### config.mk
export PLATFORM = sky130hd
export DESIGN_NAME = mipa_fifo
export DESIGN_NICKNAME = d
export VERILOG_FILES = /design/src/rtl/mipa_fifo.sv
export SDC_FILE = /design/constraint.sdc
export NUM_CORES = 1
export LEC_CHECK = 0
export ABC_CLOCK_PERIOD_IN_PS = 3500
export BUFFER_PORTS_ARGS = -buffer_cell sky130_fd_sc_hd__buf_4
export CORE_UTILIZATION = 40
export CTS_CLUSTER_SIZE = 30
export DETAILED_ROUTE_END_ITERATION = 16
export GPL_ROUTABILITY_DRIVEN = 1
export HOLD_SLACK_MARGIN = 0.02
export PLACE_DENSITY = 0.72
export SLEW_MARGIN = 40
export SYNTH_ARGS = -nofsm -noshare
export SYNTH_HDL_FRONTEND = slang
export SYNTH_SLANG_ARGS = --single-unit
### constraint.sdc
create_clock -name clock -period 3.5 [get_ports clock]
set_input_delay 0.35 -clock clock [delete_from_list [all_inputs] [get_ports clock]]
set_output_delay 0.35 -clock clock [all_outputs]
set_load 0.005 [all_outputs]
### src/rtl/mipa_fifo.sv
`timescale 1ns / 1ps

module mipa_fifo #(
   parameter int Width = 32,
   parameter int Depth = 2
) (
   input  logic             clock,
   input  logic             reset,
   input  logic             push,
   input  logic [Width-1:0] push_data,
   input  logic             pop,
   output logic [Width-1:0] head_data,
   output logic             full,
   output logic             empty
);

   localparam int PtrW = (Depth > 1) ? $clog2(Depth) : 1;
   localparam int CntW = $clog2(Depth + 1);

   logic [Width-1:0] entry_ff [Depth];
   logic [PtrW-1:0]  wr_ptr_ff, wr_ptr_in;
   logic [PtrW-1:0]  rd_ptr_ff, rd_ptr_in;
   logic [CntW-1:0]  count_ff, count_in;

   always_comb begin
      wr_ptr_in = wr_ptr_ff;
      rd_ptr_in = rd_ptr_ff;
      count_in = count_ff;
      if (push) begin
         wr_ptr_in = (wr_ptr_ff == PtrW'(Depth - 1)) ? '0 : wr_ptr_ff + 1'b1;
      end
      if (pop) begin
         rd_ptr_in = (rd_ptr_ff == PtrW'(Depth - 1)) ? '0 : rd_ptr_ff + 1'b1;
      end
      if (push && !pop) begin
         count_in = count_ff + 1'b1;
      end else if (pop && !push) begin
         count_in = count_ff - 1'b1;
      end
   end

   always_ff @(posedge clock) begin
      if (reset) begin
         wr_ptr_ff <= '0;
         rd_ptr_ff <= '0;
         count_ff <= '0;
      end else begin
         wr_ptr_ff <= wr_ptr_in;
         rd_ptr_ff <= rd_ptr_in;
         count_ff <= count_in;
      end
   end

   always_ff @(posedge clock) begin
      if (push) begin
         entry_ff[wr_ptr_ff] <= push_data;
      end
   end

   assign head_data = entry_ff[rd_ptr_ff];
   assign full = (count_ff == CntW'(Depth));
   assign empty = (count_ff == '0);

endmodule

==> flow_summary.toml <==
[outcome]
status = "completed"

[sta]
relSlewSlack_pct = 65.5
drv_slew = 0
final.setup.tns_ps = 0
timing.final.crit_share_pct = 63.6
setup_viol = 0
rsz0062_at_grt = "false"
hold_viol = 0
fin_worst_skew_ps = 11.4
post-route-min-period_ps = 2230
hold-worst-slack_ps = 203
fmax_ghz = 0.449
worst_pin_slew_ps = 516

[placed_design]
dpl.hpwl_mm = 2.69
postPlaceCellArea_sq_um = 3150
place_congestion = 0.646
numPortBuffers = 69

[setup_path]
path_max_fanout = 21
critPathKind = "flop to output pin"
worstPathArrival_ps = 1880
r2r_slack_ps = 2180
required_ps = 3150
crit_end = "head_data[20]"
crit_chain = "buf_4 > mux2_2 > buf_4"
regToRegEndpoint = "entry_ff[0][19]"
ff2ff_path_depth = 2
cpMostUsedCell = "buf_4"
r2r_start = "wr_ptr_ff"
cpPeakStageDelay_ps = 640
endpoint_kind = "output pin"
slowest_stage = "dfxtp_1"
crit_path_start_kind = "flop"

[die]
die_w_um = 81.3
core_area_sq_um = 5990
initial_core_util_pct = 42.0
pin_count = 70
dieArea_sq_um = 6610
die_h_um = 81.3
num_rows = 28

[clocking]
ctsHoldBuffers = 0
clock_tree.root_cell = "clkbuf_8"
clk_latency_ps = 330
ctsLongestPathBuffers = 2
cts_htree_levels = 3
cts.clk_slew.worst_paths_ps = 70
cts_inserted_buffers = 9
cts_tree = "done"
numClockSinks = 69
cts_setup_buffers = 0
cts_resized = 0

[synthesis]
ys_seq_area_share_pct = 80.3
syn_area_sq_um = 2520
ys_warn_count = 0
netlist_top_cells_count = "edfxtp_1, mux2_2, dfxtp_1, nor2_1, buf_4"
yosys-top-cells-area = "edfxtp_1, mux2_2, dfxtp_1"
ys_ff_latch = 69
syn_inst = 122
synth_most_common_cell = "edfxtp_1"
synth-main-ff-cell = "edfxtp_1"
ys_async_sr_fraction_pct = 0
synth_cell_type_count = 17
synth_edf_count = 64
yosysTopAreaCellShare_pct = 76.3
synth_top_area_cell = "edfxtp_1"
syn_area_per_cell_sq_um = 20.6
synth_nets = 159

[layout]
diodes = 0
fin_nets = 238
drive_above_1_share_pct = 56.8
area_growth_pct = 32.4
final_util_pct = 55.6
postLayoutCellArea_sq_um = 3330

[grt]
grt_pass1_vias = 1290
grt_use_total_pct = 13.2
gr-total-overflow = 0
antenna_found_initial = 0
grt_max_degree = 33
grt_pass1_wl_mm = 6.02

[drt]
initialDrtViolationCount = 66
ant_nets = 0
vias = 1302
first_pass_iters = 4
viasPerCell = 4.63
drc = 0
drt-total-wl_mm = 4.22
wire_per_inst_um = 15.0

[flow_run]
max_cap_violations = 0

[pwr]
leakage_uw = 0.00127
fin_total_pwr_uw = 1780
power_density_nw_per_um2 = 534
irDropWorstVdd_mv = 0.264

[min_path]
min_path_type = "primary input to flop"
-- area by class of cell --
class | count | area (sq um)
fillers | 488 | 2660
clock inverters | 2 | 8.76
multi-input cells | 48 | 472
clock buffers | 14 | 173
flip-flops and latches | 69 | 2020
inverters | 1 | 3.75
repair buffers | 72 | 561
well taps | 75 | 93.8
-- registers in the layout, indices dropped and copies added (netlist names), named ones only --
signal	count
rd_ptr_ff	1
entry_ff	64
wr_ptr_ff	1
count_ff	2
-- per-layer routing --
layer  GRT usage, %  vias up  share of wire [%]
met3           4.61        9                6.5
met5              0        -                  0
li1               -      627                  -
met2           19.4       45                 48
met1           16.2      621                 43
met4           9.11        0                1.8
-- critical path, delay by kind of cell (launching register included) --
kind,cells,cell delay (ps)
buffers and inverters,2,530
flip-flops,1,640
multiplexers,1,390
-- how the worst min path moves through the flow --
stage                              from         endpoint  slack [ps]  cells past startpoint
after floorplan                   reset      count_ff[1]         420                      1
final                     push_data[28]  entry_ff[1][28]         200                      1
after CTS                 push_data[28]  entry_ff[1][28]         180                      1
after detailed placement      rd_ptr_ff        rd_ptr_ff         500                      2
after global placement      count_ff[1]      count_ff[1]         480                      2
after global routing      push_data[28]  entry_ff[1][28]         190                      1
-- where the power goes --
group          internal [uW]  switching, uW  total [uW]
clock                    313            268         581
combinational            133           85.9         219
sequential               959           19.3         979
total                   1410            374        1780
-- through the flow --
stage          setup WS, ps  cells
3_3_place_gp           1550    264
2_1_floorplan          1280    122
6_report               1270    281
3_5_place_dp           1580    265
4_1_cts                1210    281
5_1_grt                1130    281
-- kinds of logic after synthesis --
kind of cell	count (synthesis)	synth area share, %
XOR/XNOR	4	1.39
adder cells (fa/ha/maj)	1	0.497
buffers and inverters	5	1.24
AO/OA/AOI/OAI	2	0.397
multiplexers	32	14.3
AND/OR/NAND/NOR	9	1.84
flip-flops	69	80.3
-- cells in the final DEF, fill, tap and decap left out --
master    count
clkbuf_8     12
ha_1          1
mux2_2       30
edfxtp_1     64
a21oi_1       1
nor2_1        5
or3_1         1
clkinv_2      1
nor2b_4       1
and2b_2       1
inv_1         1
clkinv_1      1
xnor2_1       2
buf_4        71
buf_16        1
o21ai_0       1
clkbuf_1      2
mux2_1        2
dfxtp_1       5
and2_1        1
xor2_1        2
Note: power is estimated with default switching activity, not from simulation.
