File: config.mk
export PLATFORM = sky130hd
export DESIGN_NAME = mipa_front
export DESIGN_NICKNAME = d
export VERILOG_FILES = /design/src/rtl/mipa_pkg.sv /design/src/rtl/mipa_front.sv
export SDC_FILE = /design/constraint.sdc
export NUM_CORES = 1
export LEC_CHECK = 0
export BUFFER_PORTS_ARGS = -buffer_cell sky130_fd_sc_hd__buf_2
export CAP_MARGIN = 20
export CORE_MARGIN = 4
export CORE_UTILIZATION = 45
export DETAILED_ROUTE_END_ITERATION = 10
export HOLD_SLACK_MARGIN = 0.15
export MAX_ROUTING_LAYER = met4
export PLACE_DENSITY = 0.76
export SLEW_MARGIN = 10
export SYNTH_ARGS = -nofsm -noshare
export SYNTH_HDL_FRONTEND = slang
export SYNTH_SLANG_ARGS = --single-unit
File: constraint.sdc
create_clock -name clock -period 3.7 [get_ports clock]
set_clock_uncertainty 0.15 [all_clocks]
set_input_delay 0.37 -clock clock [delete_from_list [all_inputs] [get_ports clock]]
set_output_delay 0.37 -clock clock [all_outputs]
set_load 0.005 [all_outputs]
File: src/rtl/mipa_pkg.sv
`timescale 1ns / 1ps

package mipa_pkg;

   localparam int MAX_WIDTH = 256;
   localparam int MAX_HEIGHT = 256;
   localparam int MAX_IMAGES = 10;

   localparam int COMP_WIDTH = 8;
   localparam int SUM_WIDTH = 12;
   localparam int QUEUE_DEPTH = 2;

   localparam int CSR_ADDR_WIDTH = 4;
   localparam int CSR_DATA_WIDTH = 32;

   localparam int COUNT_REG_WIDTH = 4;
   localparam int DIM_REG_WIDTH = 9;

   localparam logic [COUNT_REG_WIDTH-1:0] IMAGE_COUNT_RESET = 4'd2;
   localparam logic [DIM_REG_WIDTH-1:0] FRAME_WIDTH_RESET = 9'd256;
   localparam logic [DIM_REG_WIDTH-1:0] FRAME_HEIGHT_RESET = 9'd256;

   typedef enum logic [1:0] {
      REG_IMAGE_COUNT = 2'd0,
      REG_FRAME_WIDTH = 2'd1,
      REG_FRAME_HEIGHT = 2'd2
   } csr_reg_type;

   typedef struct packed {
      logic [COMP_WIDTH-1:0] red_in;
      logic [COMP_WIDTH-1:0] green_in;
      logic [COMP_WIDTH-1:0] blue_in;
   } req_pixel_type;

   typedef struct packed {
      logic [COMP_WIDTH-1:0] red_avg;
      logic [COMP_WIDTH-1:0] green_avg;
      logic [COMP_WIDTH-1:0] blue_avg;
      logic frame_done;
   } rsp_pixel_type;

   typedef struct packed {
      logic first;
      logic last;
      logic frame_done;
   } job_flags_type;

   typedef enum logic [1:0] {
      ST_IDLE,
      ST_SUM,
      ST_DIV
   } back_state_type;

endpackage

File: src/rtl/mipa_front.sv
`timescale 1ns / 1ps

module mipa_front #(
   parameter int MaxWidth = 256,
   parameter int MaxHeight = 256,
   parameter int MaxImages = 10,
   localparam int ColW = (MaxWidth > 1) ? $clog2(MaxWidth) : 1,
   localparam int RowW = (MaxHeight > 1) ? $clog2(MaxHeight) : 1,
   localparam int AddrW = (MaxWidth * MaxHeight > 1) ? $clog2(MaxWidth * MaxHeight) : 1,
   localparam int CntW = $clog2(MaxImages + 1)
) (
   input  logic                    clock,
   input  logic                    reset,
   input  logic                    restart,
   input  logic [ColW-1:0]         col_last,
   input  logic [RowW-1:0]         row_last,
   input  logic [CntW-1:0]         count,
   input  logic                    req_valid,
   output logic                    req_stall,
   input  mipa_pkg::req_pixel_type req_data,
   input  logic                    fifo_full,
   output logic                    push,
   output logic [AddrW-1:0]        push_addr,
   output mipa_pkg::job_flags_type push_flags,
   output mipa_pkg::req_pixel_type push_pixel
);

   import mipa_pkg::*;

   logic [ColW-1:0]  col_ff, col_in;
   logic [RowW-1:0]  row_ff, row_in;
   logic [AddrW-1:0] pos_ff, pos_in;
   logic [CntW-1:0]  img_ff, img_in;
   logic             end_col, end_row, last_img;

   assign end_col = (col_ff == col_last);
   assign end_row = (row_ff == row_last);
   assign last_img = (img_ff == count - CntW'(1));

   assign req_stall = fifo_full;
   assign push = req_valid && !fifo_full;
   assign push_addr = pos_ff;
   assign push_pixel = req_data;
   assign push_flags.first = (img_ff == '0);
   assign push_flags.last = last_img;
   assign push_flags.frame_done = last_img && end_col && end_row;

   always_comb begin
      col_in = col_ff;
      row_in = row_ff;
      pos_in = pos_ff;
      img_in = img_ff;
      if (restart) begin
         col_in = '0;
         row_in = '0;
         pos_in = '0;
         img_in = '0;
      end else if (push) begin
         if (end_col) begin
            col_in = '0;
            if (end_row) begin
               row_in = '0;
               pos_in = '0;
               img_in = last_img ? '0 : img_ff + 1'b1;
            end else begin
               row_in = row_ff + 1'b1;
               pos_in = pos_ff + 1'b1;
            end
         end else begin
            col_in = col_ff + 1'b1;
            pos_in = pos_ff + 1'b1;
         end
      end
   end

   always_ff @(posedge clock) begin
      if (reset) begin
         col_ff <= '0;
         row_ff <= '0;
         pos_ff <= '0;
         img_ff <= '0;
      end else begin
         col_ff <= col_in;
         row_ff <= row_in;
         pos_ff <= pos_in;
         img_ff <= img_in;
      end
   end

endmodule

==> impl_metrics.ini, run 1 <==
[placement]
pre_cts_slack_ps = 913.3
post-place-cells = 338
placement.cell_area_sq_mm = 0.002311
place.port_buffers = 45
hpwl_microns = 3353
routabilityCongestion = 0.8493

[timing]
final_critical_path_setup_slack_ps = 884.9
relSlewSlack_pct = 43.52
achievable-frequency_ghz = 0.3552
setup-tns-final_ps = 0
final_critical_path_time_including_i_o_delays_and_setup_ps = 2815
fin_hold_ws_ps = 344.8
final-max-slew-violation-count = 0
grt_setup_unrepaired = no
worst_slew_pin_slew_ps = 841.5
timing.final.hold_violations = 0
period_share_pct = 76.08
setup_viol = 0

[synthesis]
synth_simple_gate_area_share_pct = 25.92
synth_mux_area_share_pct = 0
complex_gate_fraction_of_the_synthesized_area_pct = 11.70
asyncSetResetFlopFracSynth_pct = 0
synthesis.instances = 261
main_combinational_cell_family_by_area_after_synthesis = simple AND/OR/NAND/NOR gates
synth.net_count = 316
yosysTopAreaCellShare_pct = 32.25
synth_fa_ha_area_share_pct = 3.359
number_of_synthesized_register_bits = 36
fraction_of_synthesized_cell_area_in_xor_and_xnor_cells_pct = 15.51
sequential_share_of_the_synthesized_area_pct = 32.25
synth_area_sq_mm = 0.002235
synth-edff-count = 0
post_synth_num_cell_types = 39
ys_dominant_reg_cell = dfxtp_1
post_synth.cell_area_avg_sq_um = 8.562
yosysWarnings = 0
synth_area_leader_cell = dfxtp_1
yosys-top-cells-area = dfxtp_1 (32%), xor2_1 (11%), buf_4 (8.7%)

[clock_tree]
holdBufCountCts = 0
cts_resized = 0
cts.path.max_buffers = 2
clkTransAtPathRegs_ps = 70
cts_bufs_inserted = 5
cts.sinks = 36
worstSkewPairLatency_ps = 290
clock_tree_from_tritoncts = done
cts_root_buffer = clkbuf_8
postCtsSetupRepairBufs = 0
h-tree-depth = 2

[finish]
sequential_cell_area_sq_um = 720.7
commonest_non_fill_non_tap_cells_in_the_layout = buf_2 (45), dfxtp_1 (36), xor2_1 (28)
final_net_count = 333
flow.area_growth_from_synthesis_pct = 8.231
antennaDiodeCount = 0
post-route-util_pct = 50.87
drive_gt1_share_pct = 21.15
mostFrequentLayoutCell = buf_2
cell_count_final_fillers_out = 346
multiInputGateArea_sq_mm = 0.001262
postLayoutCellArea_sq_mm = 0.002419
n_fill_cell = 476

[route]
drt-pass1-iter-count = 4
antenna_left = 0
routedWlPerCell_microns = 13.05
wl_microns = 4517
vias = 1841
drc_errors = 0
drt_first_iter_violations = 83
post_drt_via_cell_ratio = 5.321

[setup_path]
critical_path.startpoint_type = flip-flop
timing.critical_path.fanout_max = 14
cp.required_ps = 3180
worstSetupPathType = flip-flop to output port
timing.critical_path.to_type = output port
crit_arrival_ps = 2300

[floorplan]
starting_density_of_the_core_pct = 47.00
coreArea_sq_mm = 0.004755
die-area_sq_mm = 0.006158
chipWidth_microns = 78.47
fp.dieH_microns = 78.47
design.portCount = 94
floorplan.rows = 25

[global_route]
grt_pass1_wl_microns = 7672
groute.usage.overall_pct = 15.77
pin_count_of_the_biggest_net_entering_global_routing = 24
global_route.overflow_total = 0
grt_pass1_vias = 1728
grt_antenna_before_repair = 0

[worst_hold_path]
min-delay-path-class = flip-flop to flip-flop

[power]
power_density_mw_per_mm2 = 322.9
ir_drop_mv = 0.2296
power.static_leakage_nw = 0.9747
total_power_uw = 781.0

[flow_run]
max_cap_violations = 0

[outcome]
run_status = completed
critical path, cell delays in order, from the launching register on:
cell	delay, ps
dfxtp_1	360
xor2_1	200
nor4_4	460
nand2_1	410
nor4_1	400
buf_2	180
flip-flops by register name (all words and copies together), names as in the netlist:
register,flops
col_ff,8
push_addr,16
row_ff,8
img_ff,4
power by group:
group / switching, mW / internal [mW]
Combinational: 0.0337 / 0.0232
Sequential: 0.00120 / 0.388
Clock: 0.135 / 0.200
logic make-up (layout without fill, tap and decap cells):
| family | Yosys count | count (layout) |
|---|---|---|
| flip-flops | 36 | 36 |
| buffers and inverters | 40 | 58 |
| AND/OR/NAND/NOR | 95 | 95 |
| AO/OA/AOI/OAI | 46 | 46 |
| adder cells (fa/ha/maj) | 6 | 6 |
| XOR/XNOR | 38 | 38 |
synth_stat cells (3+ instances only):
cell / n
dfxtp_1: 36
xor2_1: 28
buf_4: 26
a21oi_1: 24
nor2_1: 20
nand2_1: 15
nand3_1: 13
nor3_1: 10
o21ai_0: 9
xnor2_1: 9
and3_1: 8
nand4b_1: 8
clkbuf_1: 6
ha_1: 6
inv_1: 5
nor4_4: 4
buf_2: 3
nand4_1: 3
o21ai_1: 3
final timing paths:
check	start	end	slack, ps	depth (start not counted)
max	row_ff[2]$_SDFFE_PP0P_	push_flags[0]	880	5
max reg2reg	row_ff[2]$_SDFFE_PP0P_	push_addr[14]$_SDFFE_PP0P_	1060	5
min	col_ff[1]$_SDFFE_PP0P_	col_ff[1]$_SDFFE_PP0P_	340	2
min reg2reg	col_ff[1]$_SDFFE_PP0P_	col_ff[1]$_SDFFE_PP0P_	340	2
area by class of cell:
type                    instances  area share [%]
clock buffers                   6           3.001
clock inverters                 2           1.449
inverters                       5          0.7760
multi-input cells             185           52.20
flip-flops and latches         36           29.80
well taps                      67           3.466
repair buffers                 45           9.312
routing by layer:
| metal | up-vias | global-route usage (%) | wire length [microns] | share of wire, % |
|---|---|---|---|---|
| met5 | - | - | 0 | 0 |
| met4 | 0 | 5.070 | 53 | 1.2 |
| met3 | 8 | 5.619 | 317 | 7.0 |
| met2 | 59 | 24.74 | 2079 | 46 |
| met1 | 855 | 18.94 | 2067 | 46 |
| li1 | 919 | - | - | - |
No activity file was read; power rests on OpenSTA's default activity.
==> run 2, diff against run 1 <==
--- a/config.mk
+++ b/config.mk
@@ -5,6 +5,7 @@
 export SDC_FILE = /design/constraint.sdc
 export NUM_CORES = 1
 export LEC_CHECK = 0
+export ABC_AREA = 1
 export BUFFER_PORTS_ARGS = -buffer_cell sky130_fd_sc_hd__buf_2
 export CAP_MARGIN = 20
 export CORE_MARGIN = 4
@@ -12,7 +13,7 @@
 export DETAILED_ROUTE_END_ITERATION = 10
 export HOLD_SLACK_MARGIN = 0.15
 export MAX_ROUTING_LAYER = met4
-export PLACE_DENSITY = 0.76
+export PLACE_DENSITY = 0.74
 export SLEW_MARGIN = 10
 export SYNTH_ARGS = -nofsm -noshare
 export SYNTH_HDL_FRONTEND = slang
==> constraint.sdc (replaced) <==
create_clock -name clock -period 2.6 [get_ports clock]
set_clock_uncertainty 0.15 [all_clocks]
set_input_delay 0.26 -clock clock [delete_from_list [all_inputs] [get_ports clock]]
set_output_delay 0.26 -clock clock [all_outputs]
set_load 0.005 [all_outputs]
==> run 2 against run 1 <==
Compared with the run above:
- core utilization decreased by 1.3 points
- area after synthesis increased by 13%
- critical path depth increased by 4
- largest cell class unchanged
- power increased by 37%
- register-to-register slack got worse by 480 ps
- sequential power increased by 43%
- setup slack got worse by 430 ps
- hold slack got worse by 150 ps
- global-route usage increased by 0.30 points
==> impl_metrics.ini, run 2 <==
[synthesis]
yosysTopAreaCellShare_pct = 28.44
yosys-top-cells-area = dfxtp_1 (28%), nand2_1 (18%), inv_1 (8.9%)
number_of_synthesized_register_bits = 36
ys_dominant_reg_cell = dfxtp_1
synth.most_common_cell = nand2_1
synth.net_count = 458
synth_area_leader_cell = dfxtp_1
synth-edff-count = 0
synth_area_sq_mm = 0.002534
sequential_share_of_the_synthesized_area_pct = 28.44
synthesis.instances = 403
post_synth_num_cell_types = 29
yosysWarnings = 0
post_synth.cell_area_avg_sq_um = 6.287
synthTopCellsByCount = nand2_1 (124), inv_1 (60), nor2_1 (52)
asyncSetResetFlopFracSynth_pct = 0

[route]
wl_microns = 5189
antenna_left = 0
drc_errors = 0
vias = 2325
drt_first_iter_violations = 190
drt-pass1-iter-count = 4
routedWlPerCell_microns = 10.40
post_drt_via_cell_ratio = 4.659

[setup_path]
crit_arrival_ps = 1740
cp.required_ps = 2190
worstSetupPathType = flip-flop to output port
critPathCapture = push_flags[0]
critical_path.startpoint_type = flip-flop
worst_r2r_path_depth = 9
timing.critical_path.fanout_max = 6
setup.reg_to_reg.worst_slack_ps = 580
regToRegStartpoint = col_ff[1]$_SDFFE_PP0P_
worstReg2RegEnd = col_ff[7]$_SDFFE_PP0P_
launching_element_of_the_worst_setup_path = row_ff[3]$_SDFFE_PP0P_
timing.critical_path.to_type = output port

[finish]
n_fill_cell = 598
sequential_cell_area_sq_um = 720.7
flow.area_growth_from_synthesis_pct = 7.160
final_net_count = 481
multiInputGateArea_sq_mm = 0.001331
commonest_non_fill_non_tap_cells_in_the_layout = nand2_1 (124), inv_1 (60), nor2_1 (52)
mostFrequentLayoutCell = nand2_1
drive_gt1_share_pct = 15.69
largest_register_ff_count = 16
antennaDiodeCount = 0

[timing]
timing.final.hold_violations = 0
final-max-slew-violation-count = 0
achievable-frequency_ghz = 0.4651
setup_viol = 0
final_critical_path_time_including_i_o_delays_and_setup_ps = 2150
setup-tns-final_ps = 0
final_critical_path_setup_slack_ps = 450.1
grt_setup_unrepaired = no
worst_slew_pin_slew_ps = 528.8
period_share_pct = 82.69
relSlewSlack_pct = 64.65

[clock_tree]
postCtsSetupRepairBufs = 0
cts_resized = 0
cts_bufs_inserted = 5
worstSkewPairLatency_ps = 280
h-tree-depth = 2
cts_root_buffer = clkbuf_8
cts.sinks = 36
cts.path.max_buffers = 2
clkTransAtPathRegs_ps = 70
holdBufCountCts = 0
clock_tree_from_tritoncts = done

[flow_run]
max_cap_violations = 0

[placement]
routabilityCongestion = 0.8125
pre_cts_slack_ps = 604.0
place.port_buffers = 45
hpwl_microns = 3944

[floorplan]
design.portCount = 94
fp.dieH_microns = 83.04
coreArea_sq_mm = 0.005473
chipWidth_microns = 83.04
die-area_sq_mm = 0.006895
starting_density_of_the_core_pct = 46.30
floorplan.rows = 27

[global_route]
pin_count_of_the_biggest_net_entering_global_routing = 17
groute.usage.overall_pct = 16.06
grt_pass1_vias = 2185
grt_pass1_wl_microns = 9197
grt_antenna_before_repair = 0
global_route.overflow_total = 0

[power]
power.static_leakage_nw = 1.276
power_density_mw_per_mm2 = 392.9
ir_drop_mv = 0.2339

[worst_hold_path]
min-delay-path-class = input pin to flip-flop

[outcome]
run_status = completed
## run 2: final cells by class
class                   count  share of cell area, %
clock buffers               6                  3.041
clock inverters             2                 0.3687
inverters                  64                  8.848
multi-input cells         272                  49.03
flip-flops and latches     36                  26.54
well taps                  72                  3.318
repair buffers             47                  8.848
## run 2: cell families (layout without fill, tap and decap cells)
group / count (synthesis) / after routing / synth area share [%]
AND/OR/NAND/NOR: 222 / 222 / 37.24
XOR/XNOR: 22 / 22 / 7.605
AO/OA/AOI/OAI: 22 / 22 / 4.741
buffers and inverters: 95 / 119 / 19.01
adder cells (fa/ha/maj): 6 / 6 / 2.963
flip-flops: 36 / 36 / 28.44
## run 2: report_power, final
group,total (mW),leakage [nW],internal [mW],switching (mW)
sequential,0.555,0.290,0.553,0.00204
combinational,0.0994,0.935,0.0390,0.0603
clock,0.413,0.0510,0.212,0.201
## run 2: worst max-delay path: stages (launching register included)
cell and delay [ps]:
dfxtp_1 470, inv_2 60, nand2_1 60, nand2_1 70, nor2_1 100, nand2_1 90
nor2_4 220, nand2_1 140, nor2_1 130, buf_2 130
## run 2: worst min path at each step
stage / slack [ps] / end / cells after the start / start
after floorplan: 310 / row_ff[7]$_SDFFE_PP0P_ / 2 / row_ff[7]$_SDFFE_PP0P_
after global placement: 340 / col_ff[0]$_SDFFE_PP0P_ / 2 / col_ff[0]$_SDFFE_PP0P_
after detailed placement: 330 / row_ff[7]$_SDFFE_PP0P_ / 2 / row_ff[7]$_SDFFE_PP0P_
after CTS: 190 / push_addr[0]$_SDFFE_PP0P_ / 4 / reset
after global routing: 210 / push_addr[0]$_SDFFE_PP0P_ / 4 / reset
final: 200 / push_addr[0]$_SDFFE_PP0P_ / 4 / reset
## run 2: layer usage
metal | GRT usage [%] | vias to the layer above | share of wire, %
met5 | - | - | 0
met4 | 5.349 | 0 | 0.67
met3 | 4.167 | 6 | 5.0
met2 | 25.80 | 44 | 46
met1 | 19.60 | 1029 | 48
li1 | - | 1246 | -
## run 2: per-stage QoR
step	total power [mW]	std cells	hold WS [ps]	util, %	cell area (sq um)
detailed placement	0.6669	491	330.9	47.92	2623
global placement	0.6650	491	336.2	47.92	2623
global route	1.121	499	213.4	49.61	2715
finish	1.067	499	196.8	49.61	2715
CTS	1.077	499	192.4	49.61	2715
floorplan	0.6632	403	306.6	-	2534
==> run 3, diff against run 2 <==
==> constraint.sdc (replaced) <==
create_clock -name clock -period 2.15 [get_ports clock]
set_clock_uncertainty 0.15 [all_clocks]
set_input_delay 0.215 -clock clock [delete_from_list [all_inputs] [get_ports clock]]
set_output_delay 0.215 -clock clock [all_outputs]
set_load 0.005 [all_outputs]
==> run 3 against run 2 <==
Compared with the run above:
- clock power is 21% higher
- non-clock buffer count is 7 higher
- final cell count is 1.4% higher
- via count is 0.13% higher
- wire length is 3.0% lower
==> impl_metrics.ini, run 3 (synthesis gave the netlist of run 2 again) <==
[global_route]
pin_count_of_the_biggest_net_entering_global_routing = 17
global_route.overflow_total = 0
grt_pass1_vias = 2282
grt_pass1_wl_microns = 9473
grt_antenna_before_repair = 0
groute.usage.overall_pct = 16.24

[floorplan]
design.portCount = 94
starting_density_of_the_core_pct = 46.30
coreArea_sq_mm = 0.005473
fp.dieH_microns = 83.04
die-area_sq_mm = 0.006895
chipWidth_microns = 83.04
floorplan.rows = 27

[timing]
relSlewSlack_pct = 74.82
final_critical_path_time_including_i_o_delays_and_setup_ps = 1961
period_share_pct = 91.19
final-max-slew-violation-count = 0
final_critical_path_setup_slack_ps = 189.5
setup-tns-final_ps = 0
timing.final.hold_violations = 0
achievable-frequency_ghz = 0.5101
setup_viol = 0
fin_hold_ws_ps = 198.5
worst_slew_pin_slew_ps = 374.8

[setup_path]
worstReg2RegEnd = row_ff[0]$_SDFFE_PP0P_
cpLargestDelayFamily = simple AND/OR/NAND/NOR gates
crit_path_largest_cell_delay_ps = 420
launching_element_of_the_worst_setup_path = row_ff[0]$_SDFFE_PP0P_
critical_path.startpoint_type = flip-flop
timing.critical_path.to_type = output port
timing.critical_path.cells = inv_1 -> nand2_1 -> nand2_1 -> nor2_1 -> nand2_1 -> nor2_4 -> nand2_2 -> nor2_1 -> buf_2
cp.required_ps = 1780
worstPathBufferInverterCount = 2
worst_r2r_path_depth = 10
regToRegStartpoint = col_ff[3]$_SDFFE_PP0P_
crit_arrival_ps = 1600
critPathMostFrequentCell = nand2_1
timing.critical_path.fanout_max = 5
worstSetupPathType = flip-flop to output port
cp_slowest_cell = dfxtp_1
setup.reg_to_reg.worst_slack_ps = 340

[placement]
pre_cts_slack_ps = 336.3
place.port_buffers = 45
hpwl_microns = 3960
routabilityCongestion = 0.7719

[finish]
drive_gt1_share_pct = 18.20
final_net_count = 488
largest_register_ff_count = 16
mostFrequentLayoutCell = nand2_1
flow.area_growth_from_synthesis_pct = 9.877
commonest_non_fill_non_tap_cells_in_the_layout = nand2_1 (123), inv_1 (60), nor2_1 (51)
post-route-util_pct = 50.87
antennaDiodeCount = 0

[power]
ir_drop_mv = 0.3507
p_int_uw = 978.4
p_clk_share_pct = 38.5
total_power_mw = 1.292
pwr-share-comb_pct = 9.6
netSwitchingFraction_pct = 24.26
switchingPower_uw = 313.4
power_density_mw_per_mm2 = 464.0
share_seq_of_total_power_pct = 51.9
power.static_leakage_nw = 1.310

[worst_hold_path]
worst_hold_path.num_cells = 5
worst_hold_startpoint = reset
min-delay-path-class = input pin to flip-flop
min_to = push_addr[0]$_SDFFE_PP0P_

[route]
post_drt_via_cell_ratio = 4.601
antenna_left = 0
drt_first_iter_violations = 92
drc_errors = 0
vias = 2328
wl_microns = 5033
routedWlPerCell_microns = 9.947
drt-pass1-iter-count = 4

[clock_tree]
h-tree-depth = 2
cts_root_buffer = clkbuf_8
clkTransAtPathRegs_ps = 70
cts_bufs_inserted = 5
worstSkewPairLatency_ps = 280
holdBufCountCts = 0
cts.sinks = 36
cts.path.max_buffers = 2
clock_tree_from_tritoncts = done

[outcome]
run_status = completed

[flow_run]
max_cap_violations = 0
-- run 3: cell count changes in the layout (fill, tap and decap cells not counted), sizes merged --
cell and change:
clkinvlp +1, clkinv -2, clkbuf +1, buf +7
-- run 3: stage by stage --
step / std cells / area [sq um]
floorplan: 403 / 2534
global placement: 495 / 2653
detailed placement: 495 / 2653
CTS: 503 / 2746
global route: 506 / 2784
finish: 506 / 2784
-- run 3: final cells by class --
type,instances,area [sq um]
multi-input combinational,272,1341
clock inverter,1,7.507
tap,72,90.09
inverter,64,240.2
fill,576,2689
timing repair buffer,54,292.8
sequential,36,725.7
clock buffer,7,86.33
-- run 3: layer usage --
layer  GRT usage [%]  up-vias  routed length, microns
li1                -     1258                       -
met1           20.00     1013                    2435
met2           26.46       51                    2274
met3           4.266        6                     277
met4           4.160        0                      46
met5               -        -                       0
-- run 3: worst max-delay path by stage --
stage,to,slack (ps),cells after the start
after floorplan,push_addr[14]$_SDFFE_PP0P_,570,8
after global placement,push_flags[0],350,9
after detailed placement,push_flags[0],340,9
after CTS,push_flags[0],20,9
after global routing,push_flags[0],-1,9
final,push_flags[0],190,9
-- run 3: power groups by stage --
stage,Sequential (mW),Combinational [mW],Clock (mW)
2_1_floorplan,0.686,0.116,0
3_3_place_gp,0.685,0.121,0
3_5_place_dp,0.685,0.123,0
4_1_cts,0.670,0.124,0.513
5_1_grt,0.670,0.144,0.550
6_report,0.670,0.124,0.498
-- run 3: timing repair --
action                                 in CTS  in global routing
endpoints found under the hold margin       0                  0
setup endpoints to repair                   0                  1
setup buffers                               0                  3
resized for setup                           0                  7
-- run 3: worst min-delay path, cell delays in order --
cell and delay [ps]:
buf_2 70, nor2_1 30, buf_4 150, o21ai_0 70
a21oi_1 40
